File: config.mk
export PLATFORM = sky130hd
export DESIGN_NAME = multichannel_biquad_filter
export DESIGN_NICKNAME = d
export VERILOG_FILES = /design/src/hdl/mbq_pkg.sv /design/src/hdl/multichannel_biquad_filter.sv /design/src/hdl/mbq_sequencer.sv /design/src/hdl/mbq_datapath.sv
export SDC_FILE = /design/constraint.sdc
export NUM_CORES = 2
export LEC_CHECK = 0
export ABC_AREA = 1
export BUFFER_PORTS_ARGS = -buffer_cell sky130_fd_sc_hd__buf_4
export CAP_MARGIN = 15
export CORE_MARGIN = 1
export CORE_UTILIZATION = 40
export CTS_CLUSTER_DIAMETER = 50
export DETAILED_ROUTE_END_ITERATION = 8
export GPL_TIMING_DRIVEN = 0
export SYNTH_ARGS = -nofsm -noshare
export SYNTH_HDL_FRONTEND = slang
export SYNTH_SLANG_ARGS = --single-unit
File: constraint.sdc
create_clock -name i_clk -period 14.3 [get_ports i_clk]
set_clock_uncertainty 0.05 [all_clocks]
set_input_delay 2.86 -clock i_clk [delete_from_list [all_inputs] [get_ports i_clk]]
set_output_delay 2.86 -clock i_clk [all_outputs]
set_load 0.02 [all_outputs]
File: src/hdl/mbq_pkg.sv
// Shared types, widths, register indexes and the microcode table of the
// multichannel biquad filter. No dependencies.
`default_nettype none

package mbq_pkg;

    // Field and datapath widths
    localparam int SampleW   = 16;
    localparam int ChanW     = 3;
    localparam int CoefW     = 24;
    localparam int CfgIdxW   = 3;
    localparam int StateW    = 40;
    localparam int AccW      = 48;   // y, n1 and n2 stay well inside 45 bits
    localparam int YrW       = 22;   // rounded output before saturation
    localparam int ProdW     = CoefW + YrW;
    localparam int RndShift  = 20;
    localparam int StepW     = 4;

    localparam int MBQ_CHANNELS = 2;

    // Configuration register indexes
    localparam logic [CfgIdxW-1:0] REG_FEED_COEF_0 = 3'd0;
    localparam logic [CfgIdxW-1:0] REG_FEED_COEF_1 = 3'd1;
    localparam logic [CfgIdxW-1:0] REG_FEED_COEF_2 = 3'd2;
    localparam logic [CfgIdxW-1:0] REG_BACK_COEF_1 = 3'd3;
    localparam logic [CfgIdxW-1:0] REG_BACK_COEF_2 = 3'd4;

    // Coefficient selects for the multiplier
    localparam logic [2:0] COEF_B0 = 3'd0;
    localparam logic [2:0] COEF_B1 = 3'd1;
    localparam logic [2:0] COEF_B2 = 3'd2;
    localparam logic [2:0] COEF_A1 = 3'd3;
    localparam logic [2:0] COEF_A2 = 3'd4;

    // Wait conditions: the step repeats while the condition holds
    localparam logic [1:0] WAIT_NONE = 2'd0;
    localparam logic [1:0] WAIT_IN   = 2'd1;
    localparam logic [1:0] WAIT_OUT  = 2'd2;

    // Accumulator operations
    localparam logic [2:0] ACC_HOLD    = 3'd0;
    localparam logic [2:0] ACC_P_Z1    = 3'd1;
    localparam logic [2:0] ACC_P_Z2    = 3'd2;
    localparam logic [2:0] ACC_SUB_P   = 3'd3;
    localparam logic [2:0] ACC_LOAD_P  = 3'd4;

    // Step numbers of the program
    localparam logic [StepW-1:0] ST_IDLE  = 4'd0;
    localparam logic [StepW-1:0] ST_M_B0  = 4'd1;
    localparam logic [StepW-1:0] ST_Y     = 4'd2;
    localparam logic [StepW-1:0] ST_RND   = 4'd3;
    localparam logic [StepW-1:0] ST_N1A   = 4'd4;
    localparam logic [StepW-1:0] ST_N1B   = 4'd5;
    localparam logic [StepW-1:0] ST_N1C   = 4'd6;
    localparam logic [StepW-1:0] ST_N2    = 4'd7;
    localparam logic [StepW-1:0] ST_DONE  = 4'd8;

    typedef struct packed {
        logic [1:0]       wait_cond;
        logic [StepW-1:0] nxt;
        logic             take_in;   // accept an item, latch sample and delays
        logic             mul_en;
        logic [2:0]       coef_sel;
        logic             mul_y;     // second operand: rounded y, else sample
        logic [2:0]       acc_op;
        logic             cap_y;     // round y, start overflow flag
        logic             cap_n1;    // keep n1, check it
        logic             fin;       // check n2, write back, load output
    } t_ctrl;

    typedef struct packed {
        logic in_valid;
        logic out_busy;
    } t_stat;

    function automatic t_ctrl mbq_ucode(input logic [StepW-1:0] step);
        t_ctrl w;
        w = '0;
        w.wait_cond = WAIT_NONE;
        w.acc_op    = ACC_HOLD;
        w.coef_sel  = COEF_B0;
        unique case (step)
            ST_IDLE: begin
                w.wait_cond = WAIT_IN;
                w.take_in   = 1'b1;
                w.nxt       = ST_M_B0;
            end
            ST_M_B0: begin
                w.mul_en   = 1'b1;
                w.coef_sel = COEF_B0;
                w.nxt      = ST_Y;
            end
            ST_Y: begin
                w.acc_op = ACC_P_Z1;
                w.nxt    = ST_RND;
            end
            ST_RND: begin
                w.cap_y    = 1'b1;
                w.mul_en   = 1'b1;
                w.coef_sel = COEF_B1;
                w.nxt      = ST_N1A;
            end
            ST_N1A: begin
                w.acc_op   = ACC_P_Z2;
                w.mul_en   = 1'b1;
                w.coef_sel = COEF_A1;
                w.mul_y    = 1'b1;
                w.nxt      = ST_N1B;
            end
            ST_N1B: begin
                w.acc_op   = ACC_SUB_P;
                w.mul_en   = 1'b1;
                w.coef_sel = COEF_B2;
                w.nxt      = ST_N1C;
            end
            ST_N1C: begin
                w.cap_n1   = 1'b1;
                w.acc_op   = ACC_LOAD_P;
                w.mul_en   = 1'b1;
                w.coef_sel = COEF_A2;
                w.mul_y    = 1'b1;
                w.nxt      = ST_N2;
            end
            ST_N2: begin
                w.acc_op = ACC_SUB_P;
                w.nxt    = ST_DONE;
            end
            ST_DONE: begin
                w.wait_cond = WAIT_OUT;
                w.fin       = 1'b1;
                w.nxt       = ST_IDLE;
            end
            default: begin
                w.nxt = ST_IDLE;
            end
        endcase
        return w;
    endfunction

endpackage

`default_nettype wire

File: src/hdl/multichannel_biquad_filter.sv
// Top level of the multichannel biquad filter: coefficient registers, stream
// ports, sequencer and datapath. Depends on mbq_pkg, mbq_sequencer, mbq_datapath.
`default_nettype none

// Second-order IIR filter, transposed direct form II, one shared set of five
// Q3.20 coefficients and a separate pair of 40-bit delays per channel.
// Each item is a Q1.15 sample with its channel; each gives exactly one result
// item: the filtered sample rounded half up and saturated to Q1.15, the
// channel echoed, and a flag that is set when y or a new delay value left the
// 40-bit range. In that case both delays of the channel are cleared and the
// sample is 0. A channel at or above CHANNELS is filtered from zero delays and
// its state is left alone. A small microcode program runs the five products of
// each item through a single 24x22 multiplier, one product per step, with an
// accumulator behind it, and then returns to its wait step.
// The input is taken only in the program's first step, so items are handled one
// at a time; a result waiting in the output register does not block the next
// item, only the write of the one after it. Coefficients may be written only
// while no item is in flight.
module multichannel_biquad_filter #(
    parameter int CHANNELS = mbq_pkg::MBQ_CHANNELS
) (
    input  wire                              i_clk,
    input  wire                              i_rst_n,
    // coefficient write port
    input  wire                              i_cfg_we,
    input  wire  [mbq_pkg::CfgIdxW-1:0]      i_cfg_idx,
    input  wire  [mbq_pkg::CoefW-1:0]        i_cfg_data,
    // input stream
    input  wire                              s_axis_tvalid,
    output logic                             s_axis_tready,
    input  wire  [15:0]                      s_axis_tdata,  // [15:0] sample_in
    input  wire  [7:0]                       s_axis_tuser,  // [2:0] channel_in
    // result stream
    output logic                             m_axis_tvalid,
    input  wire                              m_axis_tready,
    output logic [15:0]                      m_axis_tdata,  // [15:0] sample_out
    output logic [7:0]                       m_axis_tuser   // [2:0] channel_out,
                                                            // [3] state_cleared
);
    import mbq_pkg::*;

    logic signed [CoefW-1:0] r_b0;
    logic signed [CoefW-1:0] r_b1;
    logic signed [CoefW-1:0] r_b2;
    logic signed [CoefW-1:0] r_a1;
    logic signed [CoefW-1:0] r_a2;

    t_ctrl ctrl;
    t_stat stat;
    t_stat dp_stat;

    logic signed [SampleW-1:0] out_sample;
    logic        [ChanW-1:0]   out_chan;
    logic                      out_cleared;

    // Coefficient registers; unknown indexes are ignored
    always_ff @(posedge i_clk) begin
        if (!i_rst_n) begin
            r_b0 <= 24'sd1048576;   // unity gain
            r_b1 <= '0;
            r_b2 <= '0;
            r_a1 <= '0;
            r_a2 <= '0;
        end else if (i_cfg_we) begin
            unique case (i_cfg_idx)
                REG_FEED_COEF_0: r_b0 <= i_cfg_data;
                REG_FEED_COEF_1: r_b1 <= i_cfg_data;
                REG_FEED_COEF_2: r_b2 <= i_cfg_data;
                REG_BACK_COEF_1: r_a1 <= i_cfg_data;
                REG_BACK_COEF_2: r_a2 <= i_cfg_data;
                default: ;
            endcase
        end
    end

    assign stat.in_valid = s_axis_tvalid;
    assign stat.out_busy = dp_stat.out_busy;

    mbq_sequencer u_seq (
        .i_clk   (i_clk),
        .i_rst_n (i_rst_n),
        .i_stat  (stat),
        .o_ready (s_axis_tready),
        .o_ctrl  (ctrl)
    );

    mbq_datapath #(
        .CHANNELS (CHANNELS)
    ) u_dp (
        .i_clk       (i_clk),
        .i_rst_n     (i_rst_n),
        .i_ctrl      (ctrl),
        .i_b0        (r_b0),
        .i_b1        (r_b1),
        .i_b2        (r_b2),
        .i_a1        (r_a1),
        .i_a2        (r_a2),
        .i_sample    (s_axis_tdata[SampleW-1:0]),
        .i_chan      (s_axis_tuser[ChanW-1:0]),
        .i_out_ready (m_axis_tready),
        .o_stat_out  (dp_stat),
        .o_out_valid (m_axis_tvalid),
        .o_sample    (out_sample),
        .o_chan      (out_chan),
        .o_cleared   (out_cleared)
    );

    assign m_axis_tdata = out_sample;
    assign m_axis_tuser = {4'b0000, out_cleared, out_chan};

endmodule

`default_nettype wire

File: src/hdl/mbq_sequencer.sv
// Step counter and microcode fetch for the multichannel biquad filter.
// Depends on mbq_pkg (control word, microcode table).
`default_nettype none

module mbq_sequencer (
    input  wire             i_clk,
    input  wire             i_rst_n,
    input  mbq_pkg::t_stat  i_stat,
    output logic            o_ready,
    output mbq_pkg::t_ctrl  o_ctrl
);
    import mbq_pkg::*;

    logic [StepW-1:0] r_step;
    logic [StepW-1:0] n_step;
    t_ctrl            word;
    logic             hold;

    assign word = mbq_ucode(r_step);

    always_comb begin
        unique case (word.wait_cond)
            WAIT_IN:  hold = !i_stat.in_valid;
            WAIT_OUT: hold = i_stat.out_busy;
            default:  hold = 1'b0;
        endcase
    end

    assign n_step  = hold ? r_step : word.nxt;
    assign o_ready = word.take_in;

    // Side-effecting actions only fire on the cycle the step moves on
    always_comb begin
        o_ctrl         = word;
        o_ctrl.take_in = word.take_in & ~hold;
        o_ctrl.fin     = word.fin & ~hold;
    end

    always_ff @(posedge i_clk) begin
        if (!i_rst_n) begin
            r_step <= ST_IDLE;
        end else begin
            r_step <= n_step;
        end
    end

endmodule

`default_nettype wire

File: src/hdl/mbq_datapath.sv
// Shared multiplier, accumulator, per-channel delay store and output register
// of the multichannel biquad filter. Depends on mbq_pkg.
`default_nettype none

module mbq_datapath #(
    parameter int CHANNELS = mbq_pkg::MBQ_CHANNELS
) (
    input  wire                                 i_clk,
    input  wire                                 i_rst_n,
    input  mbq_pkg::t_ctrl                      i_ctrl,
    input  wire signed [mbq_pkg::CoefW-1:0]     i_b0,
    input  wire signed [mbq_pkg::CoefW-1:0]     i_b1,
    input  wire signed [mbq_pkg::CoefW-1:0]     i_b2,
    input  wire signed [mbq_pkg::CoefW-1:0]     i_a1,
    input  wire signed [mbq_pkg::CoefW-1:0]     i_a2,
    input  wire signed [mbq_pkg::SampleW-1:0]   i_sample,
    input  wire        [mbq_pkg::ChanW-1:0]     i_chan,
    input  wire                                 i_out_ready,
    output mbq_pkg::t_stat                      o_stat_out,
    output logic                                o_out_valid,
    output logic signed [mbq_pkg::SampleW-1:0]  o_sample,
    output logic        [mbq_pkg::ChanW-1:0]    o_chan,
    output logic                                o_cleared
);
    import mbq_pkg::*;

    localparam int IdxW = (CHANNELS > 1) ? $clog2(CHANNELS) : 1;
    localparam logic [ChanW:0] ChanLimit = (ChanW+1)'(CHANNELS);

    // Delay store: one z1 and z2 per channel
    logic signed [StateW-1:0] r_z1_mem [CHANNELS];
    logic signed [StateW-1:0] r_z2_mem [CHANNELS];

    logic signed [SampleW-1:0] r_x;
    logic        [ChanW-1:0]   r_ch;
    logic                      r_ch_ok;
    logic signed [StateW-1:0]  r_z1;
    logic signed [StateW-1:0]  r_z2;
    logic signed [ProdW-1:0]   r_p;
    logic signed [AccW-1:0]    r_acc;
    logic signed [AccW-1:0]    n_acc;
    logic signed [YrW-1:0]     r_yr;
    logic signed [StateW-1:0]  r_n1;
    logic                      r_ovf;

    logic                      in_ok;
    logic [IdxW-1:0]           in_idx;
    logic [IdxW-1:0]           wr_idx;
    logic signed [CoefW-1:0]   mul_a;
    logic signed [YrW-1:0]     mul_b;
    logic signed [AccW-1:0]    p_ext;
    logic signed [AccW-1:0]    rnd_sum;
    logic                      acc_fits;
    logic                      ovf_final;
    logic signed [SampleW-1:0] sat_y;

    logic                      r_out_valid;
    logic signed [SampleW-1:0] r_out_sample;
    logic        [ChanW-1:0]   r_out_chan;
    logic                      r_out_cleared;

    assign in_ok  = ({1'b0, i_chan} < ChanLimit);
    assign in_idx = i_chan[IdxW-1:0];
    assign wr_idx = r_ch[IdxW-1:0];

    // Item capture and delay read
    always_ff @(posedge i_clk) begin
        if (i_ctrl.take_in) begin
            r_x     <= i_sample;
            r_ch    <= i_chan;
            r_ch_ok <= in_ok;
            r_z1    <= in_ok ? r_z1_mem[in_idx] : '0;
            r_z2    <= in_ok ? r_z2_mem[in_idx] : '0;
        end
    end

    // Shared multiplier with registered product
    always_comb begin
        unique case (i_ctrl.coef_sel)
            COEF_B0: mul_a = i_b0;
            COEF_B1: mul_a = i_b1;
            COEF_B2: mul_a = i_b2;
            COEF_A1: mul_a = i_a1;
            COEF_A2: mul_a = i_a2;
            default: mul_a = i_b0;
        endcase
    end

    assign mul_b = i_ctrl.mul_y ? r_yr : YrW'(r_x);

    always_ff @(posedge i_clk) begin
        if (i_ctrl.mul_en) begin
            r_p <= mul_a * mul_b;
        end
    end

    assign p_ext = AccW'(r_p);

    always_comb begin
        unique case (i_ctrl.acc_op)
            ACC_P_Z1:   n_acc = p_ext + AccW'(r_z1);
            ACC_P_Z2:   n_acc = p_ext + AccW'(r_z2);
            ACC_SUB_P:  n_acc = r_acc - p_ext;
            ACC_LOAD_P: n_acc = p_ext;
            default:    n_acc = r_acc;
        endcase
    end

    always_ff @(posedge i_clk) begin
        r_acc <= n_acc;
    end

    // Accumulator fits 40 bits when its top bits are all sign copies
    assign acc_fits = (r_acc[AccW-1:StateW-1] == '0) || (r_acc[AccW-1:StateW-1] == '1);
    assign rnd_sum  = r_acc + (AccW'(1) <<< (RndShift - 1));
    assign ovf_final = r_ovf | ~acc_fits;

    always_ff @(posedge i_clk) begin
        if (i_ctrl.cap_y) begin
            r_yr  <= rnd_sum[RndShift+YrW-1:RndShift];
            r_ovf <= ~acc_fits;
        end else if (i_ctrl.cap_n1) begin
            r_n1  <= r_acc[StateW-1:0];
            r_ovf <= ovf_final;
        end
    end

    // Saturate rounded y to Q1.15
    always_comb begin
        if (r_yr > YrW'(32767)) begin
            sat_y = 16'sh7FFF;
        end else if (r_yr < -YrW'(32768)) begin
            sat_y = -16'sh8000;
        end else begin
            sat_y = r_yr[SampleW-1:0];
        end
    end

    // Write-back: overflow clears the channel; all delays start at zero
    always_ff @(posedge i_clk) begin
        if (!i_rst_n) begin
            for (int c = 0; c < CHANNELS; c++) begin
                r_z1_mem[c] <= '0;
                r_z2_mem[c] <= '0;
            end
        end else if (i_ctrl.fin && r_ch_ok) begin
            r_z1_mem[wr_idx] <= ovf_final ? '0 : r_n1;
            r_z2_mem[wr_idx] <= ovf_final ? '0 : r_acc[StateW-1:0];
        end
    end

    // Output register
    always_ff @(posedge i_clk) begin
        if (!i_rst_n) begin
            r_out_valid <= 1'b0;
        end else if (i_ctrl.fin) begin
            r_out_valid <= 1'b1;
        end else if (i_out_ready) begin
            r_out_valid <= 1'b0;
        end
    end

    always_ff @(posedge i_clk) begin
        if (i_ctrl.fin) begin
            r_out_sample  <= ovf_final ? '0 : sat_y;
            r_out_chan    <= r_ch;
            r_out_cleared <= ovf_final;
        end
    end

    assign o_stat_out.in_valid = 1'b0;
    assign o_stat_out.out_busy = r_out_valid & ~i_out_ready;
    assign o_out_valid = r_out_valid;
    assign o_sample    = r_out_sample;
    assign o_chan      = r_out_chan;
    assign o_cleared   = r_out_cleared;

endmodule

`default_nettype wire

==> qor.csv <==
metric,value,unit
multiInputGateArea,32800,µm²
hold_path.class,reg2reg,
grt_pass1_vias,47800,
grt_max_degree,52,
cts_resized,0,
clockBufferDepth,3,
clock_latency,680,ps
cts_tree,done,
period_minus_slack,9790,ps
synth_ff_type,edfxtp_1,
grtUsageMet2,0.532,
grt_remaining_overflow,0,
holdBufCountCts,0,
syn_inst,7164,
fin_hold_ws,371,ps
netlist.area_leader.share,0.237,
dp_hpwl,180,mm
drive_above_1_share,0.0663,
status,finished clean,
cts_setup_buffers,0,
met3_usage,0.0374,
tightest_slew,1280,ps
route.detailed.drc,0,
clk_pin_slew,60,ps
fin_crit_sh,0.684,
core.rowCount,136,
port_buffers,71,
synth_edf_count,437,
gp_congestion,1.08,
dieArea,140000,µm²
antenna_left,0,
max_slew_margin,0.148,
synth_cell_type_count,54,
cts_made_buffers,78,
grt_pass1_wl,314,mm
cts_root_buf,clkbuf_16,
fmax,102,MHz
slowest_delay,770,ps
clock_sinks,562,
die_h,374,µm
synth-seq-area-share,0.283,
setup_viol,0,
finalHoldViolCount,0,
synth_most_common_cell,nand2_1,
cts_max_level,3,
crit_fanout,10,
slew_violations,0,
seqCellArea,15600,µm²
die_x,374,µm
grt_most_used_layer,met2,
ioPinCount,82,
wire_per_inst,23.8,µm
worstPathArrival,10110,ps
critical_path.most_common_cell,fa_1,
grtUsageTotal,0.311,
setup_ws,4510,ps
fill_cells,14000,
dp_slack,4560,ps
grtUsageMet1,0.379,
ys_warn_count,0,
endpoint_kind,flip-flop,
syn_avg_cell_area,7.72,µm²
vias_per_cell,5.26,
crit_type,reg2reg,
dr.first_iter.drc_count,4323,
synth_top_area_cell,edfxtp_1,
start_kind,flip-flop,
ys_seq_elements,562,
rsz0062_at_grt,no,
synth-async-reset-ratio,0,
dr_total_vias,48300,
cp_slowest_cell,o21ai_1,
synthToLayoutAreaGrowth,10.2,%
reg2reg_slack,4510,ps
finalSetupTns,0,ps
wirelength,219,mm
yosys-top-cells-area,"edfxtp_1, fa_1, nand2_1",
start_util,0.403,
drt_first_pass_iters,6,
required,14630,ps
nets,8209,
netlist_top_cells_count,"nand2_1, inv_1, nor2_1",
antenna_found_initial,3,
coreArea,137000,µm²
syn_area,55300,µm²
maxCapViolCount,0,
-- flip-flops by register name (all words and copies together), names as in the netlist --
register	flops
r_a1	24
r_a2	24
r_b0	24
r_b1	24
r_b2	24
u_dp.o_chan	3
u_dp.o_cleared	1
u_dp.o_out_valid	1
u_dp.o_sample	16
u_dp.r_acc	48
u_dp.r_ch	3
u_dp.r_ch_ok	1
u_dp.r_n1	40
u_dp.r_ovf	1
u_dp.r_p	46
u_dp.r_x	16
u_dp.r_yr	22
u_dp.r_z1	40
u_dp.r_z1_mem	80
u_dp.r_z2	40
u_dp.r_z2_mem	80
u_seq.r_step	4
-- layout make-up --
cell class / instances / area share
diodes: 1 / 0.0000411
plain buffers: 214 / 0.0197
clock buffers: 99 / 0.0345
clock inverters: 42 / 0.00783
inverters: 1514 / 0.0934
multi-input cells: 4877 / 0.539
flip-flops and latches: 562 / 0.256
well taps: 1794 / 0.0368
repair buffers: 81 / 0.0124
-- through the flow --
step | instance area, µm² | cells | utilization
finish | 60900 | 9184 | 0.444
global route | 60900 | 9183 | 0.444
CTS | 60900 | 9183 | 0.444
detailed placement | 58300 | 9042 | 0.425
global placement | 58100 | 9032 | 0.423
floorplan | 55300 | 7167 | -
-- final timing paths --
kind / endpoint / start / cells past startpoint
worst min register to register: u_dp.o_chan[1] / u_dp.r_ch[1] / 0
worst max-delay path: u_dp.r_p[42] / u_seq.r_step[2] / 28
worst max register to register: u_dp.r_p[42] / u_seq.r_step[2] / 28
worst min-delay path: u_dp.o_chan[1] / u_dp.r_ch[1] / 0
-- cells by family after synthesis --
group | share of synthesized area
AO/OA/AOI/OAI | 0.0698
XOR/XNOR | 0.0138
adder cells (fa/ha/maj) | 0.261
buffers and inverters | 0.125
flip-flops | 0.283
other | 0.0000678
AND/OR/NAND/NOR | 0.248
-- per-layer routing --
metal / up-vias / part of all wire
met5: - / 0.000041
met4: 2 / 0.066
met3: 460 / 0.061
met2: 1828 / 0.48
met1: 23500 / 0.39
li1: 22500 / -
-- worst max-delay path: cells and delay by family (launching register included) --
kind,cells,cell delay (ps)
buf+inv,10,1700
xor+xnor,1,140
compound gates,2,1010
simple gates,7,2010
flops,1,430
fa+ha+maj,8,4130
-- cells in the final DEF (no fill, tap or decap), types with 12 or more instances in the layout --
master | synthesis | final
nor3_1 | 152 | 152
nand3b_1 | 15 | 15
a221oi_1 | 12 | 12
nor2_1 | 797 | 796
nor3_2 | 50 | 50
or2_2 | 24 | 24
fa_1 | 544 | 544
buf_6 | 30 | 30
a31oi_1 | 16 | 16
o21ai_2 | 24 | 27
clkbuf_16 | 0 | 81
inv_2 | 30 | 30
nand4_1 | 86 | 86
o21ai_0 | 208 | 207
nand3_1 | 286 | 286
inv_1 | 1481 | 1481
a21o_1 | 16 | 16
ha_1 | 281 | 281
o2111ai_1 | 15 | 15
xor2_1 | 59 | 59
a221oi_2 | 13 | 13
edfxtp_1 | 437 | 437
buf_4 | 24 | 95
o21ai_1 | 21 | 18
buf_2 | 64 | 64
nand2_1 | 1854 | 1851
xnor2_1 | 28 | 28
a21oi_1 | 287 | 287
o21bai_1 | 21 | 21
a211oi_1 | 19 | 19
clkbuf_1 | 93 | 109
dfxtp_1 | 125 | 125
Power is left out: the tool's default activity adds up to more than one toggle a clock period on the data nets, which glitch-free logic cannot reach.
